--- config.mk ---
export PLATFORM = sky130hd
export DESIGN_NAME = two_light_fade_and_blink_sequencer_core
export DESIGN_NICKNAME = d
export VERILOG_FILES = /design/src/hdl/tlfb_pkg.sv /design/src/hdl/tlfb_step.sv /design/src/hdl/two_light_fade_and_blink_sequencer_core.sv
export VERILOG_INCLUDE_DIRS = /design/src /design/src/hdl
export SDC_FILE = /design/constraint.sdc
export NUM_CORES = 1
export LEC_CHECK = 0
export ABC_CLOCK_PERIOD_IN_PS = 3890
export BUFFER_PORTS_ARGS = -buffer_cell sky130_fd_sc_hd__buf_2
export CAP_MARGIN = 20
export CELL_PAD_IN_SITES_DETAIL_PLACEMENT = 0
export CELL_PAD_IN_SITES_GLOBAL_PLACEMENT = 1
export CORE_UTILIZATION = 30
export DETAILED_ROUTE_END_ITERATION = 10
export HOLD_SLACK_MARGIN = 0.15
export PLACE_DENSITY_LB_ADDON = 0.1
export REMOVE_ABC_BUFFERS = 1
export SETUP_SLACK_MARGIN = 0.02
export SYNTH_ARGS = -nofsm -noshare
export SYNTH_HDL_FRONTEND = slang
export SYNTH_HIERARCHICAL = 1
export SYNTH_SLANG_ARGS = --single-unit
--- constraint.sdc ---
create_clock -name clk_i -period 3.89 [get_ports clk_i]
set_input_delay 0.389 -clock clk_i [delete_from_list [all_inputs] [get_ports clk_i]]
set_output_delay 0.389 -clock clk_i [all_outputs]
set_load 0.005 [all_outputs]
--- src/hdl/two_light_fade_and_blink_sequencer_core_assert.svh ---
// assertion macros for the two-light fade and blink sequencer
// used by the top level; needs nothing else
`ifndef TWO_LIGHT_FADE_AND_BLINK_SEQUENCER_CORE_ASSERT_SVH
`define TWO_LIGHT_FADE_AND_BLINK_SEQUENCER_CORE_ASSERT_SVH

// same-cycle implication, checked out of reset
`define TLFB_ASSERT_IMP(lbl, clk, rstn, ante, cons) \
  lbl: assert property (@(posedge clk) disable iff (!(rstn)) (ante) |-> (cons)) \
    else $error("tlfb assertion failed");

// next-cycle implication, checked out of reset
`define TLFB_ASSERT_NXT(lbl, clk, rstn, ante, cons) \
  lbl: assert property (@(posedge clk) disable iff (!(rstn)) (ante) |=> (cons)) \
    else $error("tlfb assertion failed");

`endif

--- src/hdl/tlfb_pkg.sv ---
// types, codes and reset constants of the two-light fade and blink sequencer
// used by tlfb_step and the top level; depends on nothing
package tlfb_pkg;

  typedef enum logic [1:0] {
    MODE_OFF  = 2'd0,
    MODE_FADE = 2'd1,
    MODE_WAIL = 2'd2,
    MODE_HOLD = 2'd3
  } tlfb_mode_e;

  typedef enum logic [2:0] {
    REG_RISE_STEP   = 3'd0,
    REG_FALL_STEP   = 3'd1,
    REG_FULL_LEVEL  = 3'd2,
    REG_BLINK_ON    = 3'd3,
    REG_BLINK_OFF   = 3'd4,
    REG_BLINKS_SIDE = 3'd5
  } tlfb_reg_e;

  localparam int unsigned CfgIdxW = 3;
  localparam int unsigned CfgDataW = 8;

  localparam logic [7:0] RiseStepRst   = 8'd18;
  localparam logic [7:0] FallStepRst   = 8'd9;
  localparam logic [7:0] FullLevelRst  = 8'd255;
  localparam logic [7:0] BlinkOnRst    = 8'd3;
  localparam logic [7:0] BlinkOffRst   = 8'd6;
  localparam logic [3:0] BlinksSideRst = 4'd3;

  typedef struct packed {
    logic [7:0] rise_step;
    logic [7:0] fall_step;
    logic [7:0] full_level;
    logic [7:0] lit_ticks;
    logic [7:0] dark_ticks;
    logic [3:0] blinks_per_side;
  } tlfb_cfg_t;

  typedef struct packed {
    logic [7:0] fade_level;
    logic       fade_rising;
    logic       fade_light_sel;
    logic       wail_light_sel;
    logic [3:0] blink_number;
    logic       blink_lit;
    logic [7:0] phase_ticks;
  } tlfb_state_t;

  localparam tlfb_state_t StateRst = '{
    fade_level:     8'd0,
    fade_rising:    1'b1,
    fade_light_sel: 1'b0,
    wail_light_sel: 1'b0,
    blink_number:   4'd0,
    blink_lit:      1'b1,
    phase_ticks:    8'd0
  };

endpackage

--- src/hdl/tlfb_step.sv ---
// one animation tick: next sequencer state and the two duty levels
// combinational; uses tlfb_pkg
module tlfb_step import tlfb_pkg::*; (
  input  tlfb_cfg_t   cfg_i,
  input  tlfb_state_t state_i,
  input  tlfb_mode_e  mode_i,
  output tlfb_state_t state_o,
  output logic        has_result_o,
  output logic [7:0]  level_first_o,
  output logic [7:0]  level_second_o
);

  logic [8:0] rise_sum;
  logic [8:0] tick_next;
  logic [4:0] blink_next;
  logic       sel;
  logic [7:0] lvl;

  assign rise_sum   = {1'b0, state_i.fade_level} + {1'b0, cfg_i.rise_step};
  assign tick_next  = {1'b0, state_i.phase_ticks} + 9'd1;
  assign blink_next = {1'b0, state_i.blink_number} + 5'd1;

  always_comb begin
    state_o      = state_i;
    has_result_o = 1'b1;
    sel          = 1'b0;
    lvl          = 8'd0;
    unique case (mode_i)
      MODE_OFF: begin
        state_o = StateRst;
      end
      MODE_FADE: begin
        if (state_i.fade_rising) begin
          if (rise_sum >= {1'b0, cfg_i.full_level}) begin
            state_o.fade_level  = cfg_i.full_level;
            state_o.fade_rising = 1'b0;
          end else begin
            state_o.fade_level = rise_sum[7:0];
          end
        end else if (state_i.fade_level <= cfg_i.fall_step) begin
          state_o.fade_level     = 8'd0;
          state_o.fade_rising    = 1'b1;
          state_o.fade_light_sel = ~state_i.fade_light_sel;
        end else begin
          state_o.fade_level = state_i.fade_level - cfg_i.fall_step;
        end
        // fade shows the level after the step
        sel = state_o.fade_light_sel;
        lvl = state_o.fade_level;
      end
      MODE_WAIL: begin
        // blink shows the phase before the step
        sel = state_i.wail_light_sel;
        lvl = state_i.blink_lit ? cfg_i.full_level : 8'd0;
        state_o.phase_ticks = tick_next[7:0];
        if (state_i.blink_lit) begin
          if (tick_next >= {1'b0, cfg_i.lit_ticks}) begin
            state_o.phase_ticks = 8'd0;
            state_o.blink_lit   = 1'b0;
          end
        end else if (tick_next >= {1'b0, cfg_i.dark_ticks}) begin
          state_o.phase_ticks = 8'd0;
          state_o.blink_lit   = 1'b1;
          if (blink_next >= {1'b0, cfg_i.blinks_per_side}) begin
            state_o.blink_number   = 4'd0;
            state_o.wail_light_sel = ~state_i.wail_light_sel;
          end else begin
            state_o.blink_number = blink_next[3:0];
          end
        end
      end
      MODE_HOLD: begin
        has_result_o = 1'b0;
      end
      default: begin
        has_result_o = 1'b0;
      end
    endcase
  end

  assign level_first_o  = sel ? 8'd0 : lvl;
  assign level_second_o = sel ? lvl : 8'd0;

endmodule

--- src/hdl/two_light_fade_and_blink_sequencer_core.sv ---
// top level of the two-light fade and blink sequencer
// uses tlfb_pkg, tlfb_step and two_light_fade_and_blink_sequencer_core_assert.svh
//
// Usage: each input transaction is one animation tick carrying anim_mode_i
// (off, fade, wail blink, hold). Off, fade and wail ticks each give one
// output transaction with the duty levels of both lights; a hold tick
// keeps the state and gives no output transaction.
// The result of a tick is registered and valid in the cycle after it is accepted.
// Throughput: one tick per cycle unless the receiver stalls; the tick
// logic sits between the input port and a single output register, and
// the sequencer state is updated at the same edge that loads that register.
// Stall: in_ready_o is high while the output register is empty or being
// taken in the same cycle; while the receiver stalls, the result holds
// and no new tick is taken.
// Configuration: cfg_we_i writes cfg_data_i into register cfg_idx_i;
// write only while no tick is in flight. Indexes beyond the last
// register are ignored.
// Reset: registers take their default values, the sequencer state is
// cleared and the output register is empty.
module two_light_fade_and_blink_sequencer_core import tlfb_pkg::*; (
  input  logic                clk_i,
  input  logic                rst_ni,
  input  logic                cfg_we_i,
  input  logic [CfgIdxW-1:0]  cfg_idx_i,
  input  logic [CfgDataW-1:0] cfg_data_i,
  input  logic                in_valid_i,
  output logic                in_ready_o,
  input  logic [1:0]          anim_mode_i,
  output logic                out_valid_o,
  input  logic                out_ready_i,
  output logic [7:0]          level_first_o,
  output logic [7:0]          level_second_o
);

`include "two_light_fade_and_blink_sequencer_core_assert.svh"

  tlfb_cfg_t   cfg_q;
  tlfb_state_t state_q, state_d, step_state;
  logic        out_valid_q, out_valid_d;
  logic [7:0]  level_first_q, level_second_q;
  logic        step_result;
  logic [7:0]  step_first, step_second;
  logic        in_fire;
  tlfb_mode_e  mode;

  assign mode       = tlfb_mode_e'(anim_mode_i);
  assign in_ready_o = ~out_valid_q | out_ready_i;
  assign in_fire    = in_valid_i & in_ready_o;

  tlfb_step u_step (
    .cfg_i          (cfg_q),
    .state_i        (state_q),
    .mode_i         (mode),
    .state_o        (step_state),
    .has_result_o   (step_result),
    .level_first_o  (step_first),
    .level_second_o (step_second)
  );

  always_ff @(posedge clk_i or negedge rst_ni) begin
    if (!rst_ni) begin
      cfg_q.rise_step       <= RiseStepRst;
      cfg_q.fall_step       <= FallStepRst;
      cfg_q.full_level      <= FullLevelRst;
      cfg_q.lit_ticks       <= BlinkOnRst;
      cfg_q.dark_ticks      <= BlinkOffRst;
      cfg_q.blinks_per_side <= BlinksSideRst;
    end else if (cfg_we_i) begin
      unique case (tlfb_reg_e'(cfg_idx_i))
        REG_RISE_STEP:   cfg_q.rise_step       <= cfg_data_i;
        REG_FALL_STEP:   cfg_q.fall_step       <= cfg_data_i;
        REG_FULL_LEVEL:  cfg_q.full_level      <= cfg_data_i;
        REG_BLINK_ON:    cfg_q.lit_ticks       <= cfg_data_i;
        REG_BLINK_OFF:   cfg_q.dark_ticks      <= cfg_data_i;
        REG_BLINKS_SIDE: cfg_q.blinks_per_side <= cfg_data_i[3:0];
        default: ;
      endcase
    end
  end

  always_comb begin
    state_d     = state_q;
    out_valid_d = out_valid_q & ~out_ready_i;
    if (in_fire) begin
      state_d = step_state;
      if (step_result) begin
        out_valid_d = 1'b1;
      end
    end
  end

  always_ff @(posedge clk_i or negedge rst_ni) begin
    if (!rst_ni) begin
      state_q     <= StateRst;
      out_valid_q <= 1'b0;
    end else begin
      state_q     <= state_d;
      out_valid_q <= out_valid_d;
    end
  end

  // payload only loads on a transaction that gives a result
  always_ff @(posedge clk_i) begin
    if (in_fire && step_result) begin
      level_first_q  <= step_first;
      level_second_q <= step_second;
    end
  end

  assign out_valid_o    = out_valid_q;
  assign level_first_o  = level_first_q;
  assign level_second_o = level_second_q;

  `TLFB_ASSERT_IMP(a_stall_blocks_input, clk_i, rst_ni, out_valid_o && !out_ready_i, !in_ready_o)
  `TLFB_ASSERT_NXT(a_off_gives_zero, clk_i, rst_ni, in_fire && mode == MODE_OFF,
                   out_valid_o && level_first_o == 8'd0 && level_second_o == 8'd0)
  `TLFB_ASSERT_NXT(a_hold_no_result, clk_i, rst_ni,
                   in_fire && mode == MODE_HOLD && (!out_valid_o || out_ready_i), !out_valid_o)
  `TLFB_ASSERT_IMP(a_one_light_lit, clk_i, rst_ni, out_valid_o,
                   level_first_o == 8'd0 || level_second_o == 8'd0)

endmodule

==> metrics.md <==
| Metric | Value |
|---|---|
| Initial antenna violation count | 0 |
| Endpoints failing setup | 0 |
| H-tree depth | 3 |
| Wire length of the first global-routing pass | 23.4 mm |
| Setup CP Type | flip-flop to flip-flop |
| 1st-pass router iterations | 9 |
| Final total power | 4150 uW |
| WP data required | 3.99 ns |
| Area of the die | 19,400 sq um |
| First-iteration detailed-routing DRC count | 213 |
| Most frequent cells in the layout | 68 x mux2_2, 50 x ha_1, 49 x dfrtp_1, 46 x inv_1, 43 x nand2_1 |
| CTS Buf Count | 9 |
| Failing checks | design-rule violations |
| Number of clock sinks | 85 |
| Share of layout cells above drive strength 1 | 0.294 |
| CTS tree | done |
| # port buffers | 35 |
| Maxcap violations | 0 |
| Via count | 4,177 |
| Core area | 18,200 sq um |
| Global route total overflow | 0 |
| Post-DRT Antenna Nets | 0 |
| Vias in the first global route | 4,099 |
| Final net count | 647 |
| Final WL | 14.5 mm |
| Yosys top cell area share | 0.217 |
| Dominant cell type by area after synthesis | dfrtp_1 |
| Antenna fix cells | 0 |
| Worst VDD drop | 0.254 mV |
| Largest net degree at the start of global routing | 35 |
| Sequential-to-total area share from yosys stat | 0.396 |
| Drt wl/cell | 17.8 um |
| Area growth, synth to finish | 13.6% |
| Clock skew | 0.00469 ns |
| Post-Syn Area per Cell | 10.6 sq um |
| Yosys warns | 6 |
| Worst Path Arrival | 3.77 ns |
| Fin util | 0.352 |
| Period utilization | 0.944 |
| Skew-Pair Late Insertion Delay | 0.34 ns |
| Startpoint types | flip-flop |
| Clk slew on worst S/H paths | 0.06 ns |
| Unrepaired setup endpoints after global routing | false |
| Initial cell density of the core | 0.310 |
| Post-DP HPWL | 11.0 mm |
| PD cells | 647 nW/um^2 |
| Cell Chain, Critical Path | ha_1 -> inv_1 -> fa_2 -> nor2b_4 -> o31a_4 -> o21a_1 -> nor2_1 -> xnor2_2 -> ha_1 -> a21oi_1 -> o221ai_1 -> a21oi_2 -> a21oi_2 -> or2_4 -> a221o_1 -> and3_1 |
| Longest Clk Path Bufs | 2 |
| DR vias/cell | 5.15 |
| Die Wd | 139 um |
| Area of the mapped netlist | 5640 sq um |
| Status | finished, violations left |
| Worst slew margin | 0.291 |
| Synth top area cells | dfrtp_1 22%, mux2_2 14%, ha_1 11% |
| DRC errors left | 3 |
| Worst-Margin Slew | 1.06 ns |
| Cell variety after synth | 66 |
| IO Count | 36 |
| RD Place Congestion | 0.842 |
| Die Ht | 139 um |
| Fmax | 0.272 GHz |
| Gate Count Post-Synth | 534 |
| Final Hold Viols | 0 |
| P_leak | 0.00296 uW |
| CTS Root Cell | clkbuf_16 |
| FFs w/ async S/R, synth | 0.812 |
| Critical Path Sink Type | flip-flop |
| Most common cell after layout, fill and taps aside | mux2_2 |
| Worst min path class | input pin to asynchronous set/reset pin |
| Slew Limit Fails | 0 |
| Final setup TNS | 0 ns |
| Worst path slowest cell | dfrtp_1 |
| Critical Path Max Stage Delay | 0.41 ns |
| Most used DFF post-synth | dfrtp_1 |
| Cts-stage hold buffer count | 0 |
| Seq cells post-synth | 85 |
| Num rows | 49 |
| GRT Total Usage | 0.159 |
| Min Clock Period, post-route | 3.67 ns |
| Post-synth EDFFs | 16 |
| Worst Path Max Fanout | 5 |
worst paths after layout:
| kind | startpoint | endpoint | depth (start not counted) | slack [ns] |
|---|---|---|---|---|
| worst max-delay path | state_q[16]$_DFFE_PN0P_ | level_second_o[7]$_DFFE_PP_ | 16 | 0.22 |
| worst min-delay path | rst_ni | cfg_q[14]$_DFFE_PN0P_ | 1 | 0.15 |
| worst max register to register | state_q[16]$_DFFE_PN0P_ | level_second_o[7]$_DFFE_PP_ | 16 | 0.22 |
| worst min register to register | cfg_q[14]$_DFFE_PN0P_ | cfg_q[14]$_DFFE_PN0P_ | 1 | 0.50 |
| max in group asynchronous | rst_ni | cfg_q[26]$_DFFE_PN1P_ | 2 | 2.87 |
| min in group clk_i | in_valid_i | out_valid_o$_DFF_PN0_ | 3 | 0.30 |
registers in the layout (all words and copies together) (netlist names):
name,count
cfg_q,44
level_first_o,8
level_second_o,8
out_valid_o,1
state_q,24
synth_stat cells, drive strengths merged, types with 5 or more instances:
library cell and instances:
and3 18, a21o 7, nor3 13, clkbuf 6, dfstp 20, nor2b 6
nand4 5, edfxtp 16, nand2b 5, buf 7, nand3 9, ha 50
o221ai 6, o21a 9, a211oi 6, o21ai 19, nor2 27, a21oi 26
xor2 9, dfrtp 49, nor3b 5, xnor2 8, mux2 68, inv 46
nand2 43, a221oi 5
cell families (layout without fill, tap and decap cells):
family                     Yosys count  after routing  share of synthesized area
DFF                                 85             85                      0.396
and+or+nand+nor                    147            147                      0.142
muxes                               72             72                      0.143
adders and majority gates           52             52                      0.118
AOI/OAI and AO/OA                  102            102                      0.131
xor gates and xnor gates            17             17                     0.0264
buffers and inverters               59            107                     0.0441
through the flow:
step                      setup slack (ns)  instances  instance area (sq um)  hold slack (ns)
after floorplan                      0.325        521                   5560           0.0934
after global placement               0.160        794                   6100            0.492
after detailed placement            0.0893        795                   6110            0.494
after CTS                           0.0565        811                   6380            0.170
after global routing                0.0247        811                   6410            0.214
final                                0.219        811                   6410            0.154
layout make-up:
class / instances / area, sq um
Tap cell: 229 / 287
Inverter: 46 / 173
Clock inverter: 2 / 10.0
Multi-Input combinational cell: 390 / 3190
Timing Repair Buffer: 45 / 250
Fill cell: 1858 / 11800
Clock buffer: 14 / 264
Sequential cell: 85 / 2230
critical path, delay by kind of cell, from the launching register on:
family,cells,cell delay [ns]
adders and majority gates,3,0.75
xor gates and xnor gates,1,0.16
buffers and inverters,1,0.08
DFF,1,0.41
AOI/OAI and AO/OA,7,1.35
and+or+nand+nor,4,0.67
power by group:
group / switching [uW] / leakage (uW) / internal, uW / total (uW)
Sequential: 170 / 0.000988 / 1120 / 1290
Combinational: 1110 / 0.00184 / 921 / 2030
Clock: 356 / 0.000137 / 467 / 823
repair_timing:
| item | CTS | global route |
|---|---|---|
| resized for setup | 0 | 6 |
| endpoints found under the setup margin | 0 | 20 |
| buffers inserted | 0 | 0 |
per-layer routing:
metal	GRT usage	part of all wire	vias to the layer above
met5	0	0	-
met3	0.0231	0.048	8
met1	0.235	0.51	2055
met4	0.0520	0.0091	0
met2	0.237	0.43	91
li1	-	-	2023
No activity file was read; power rests on OpenSTA's default activity.
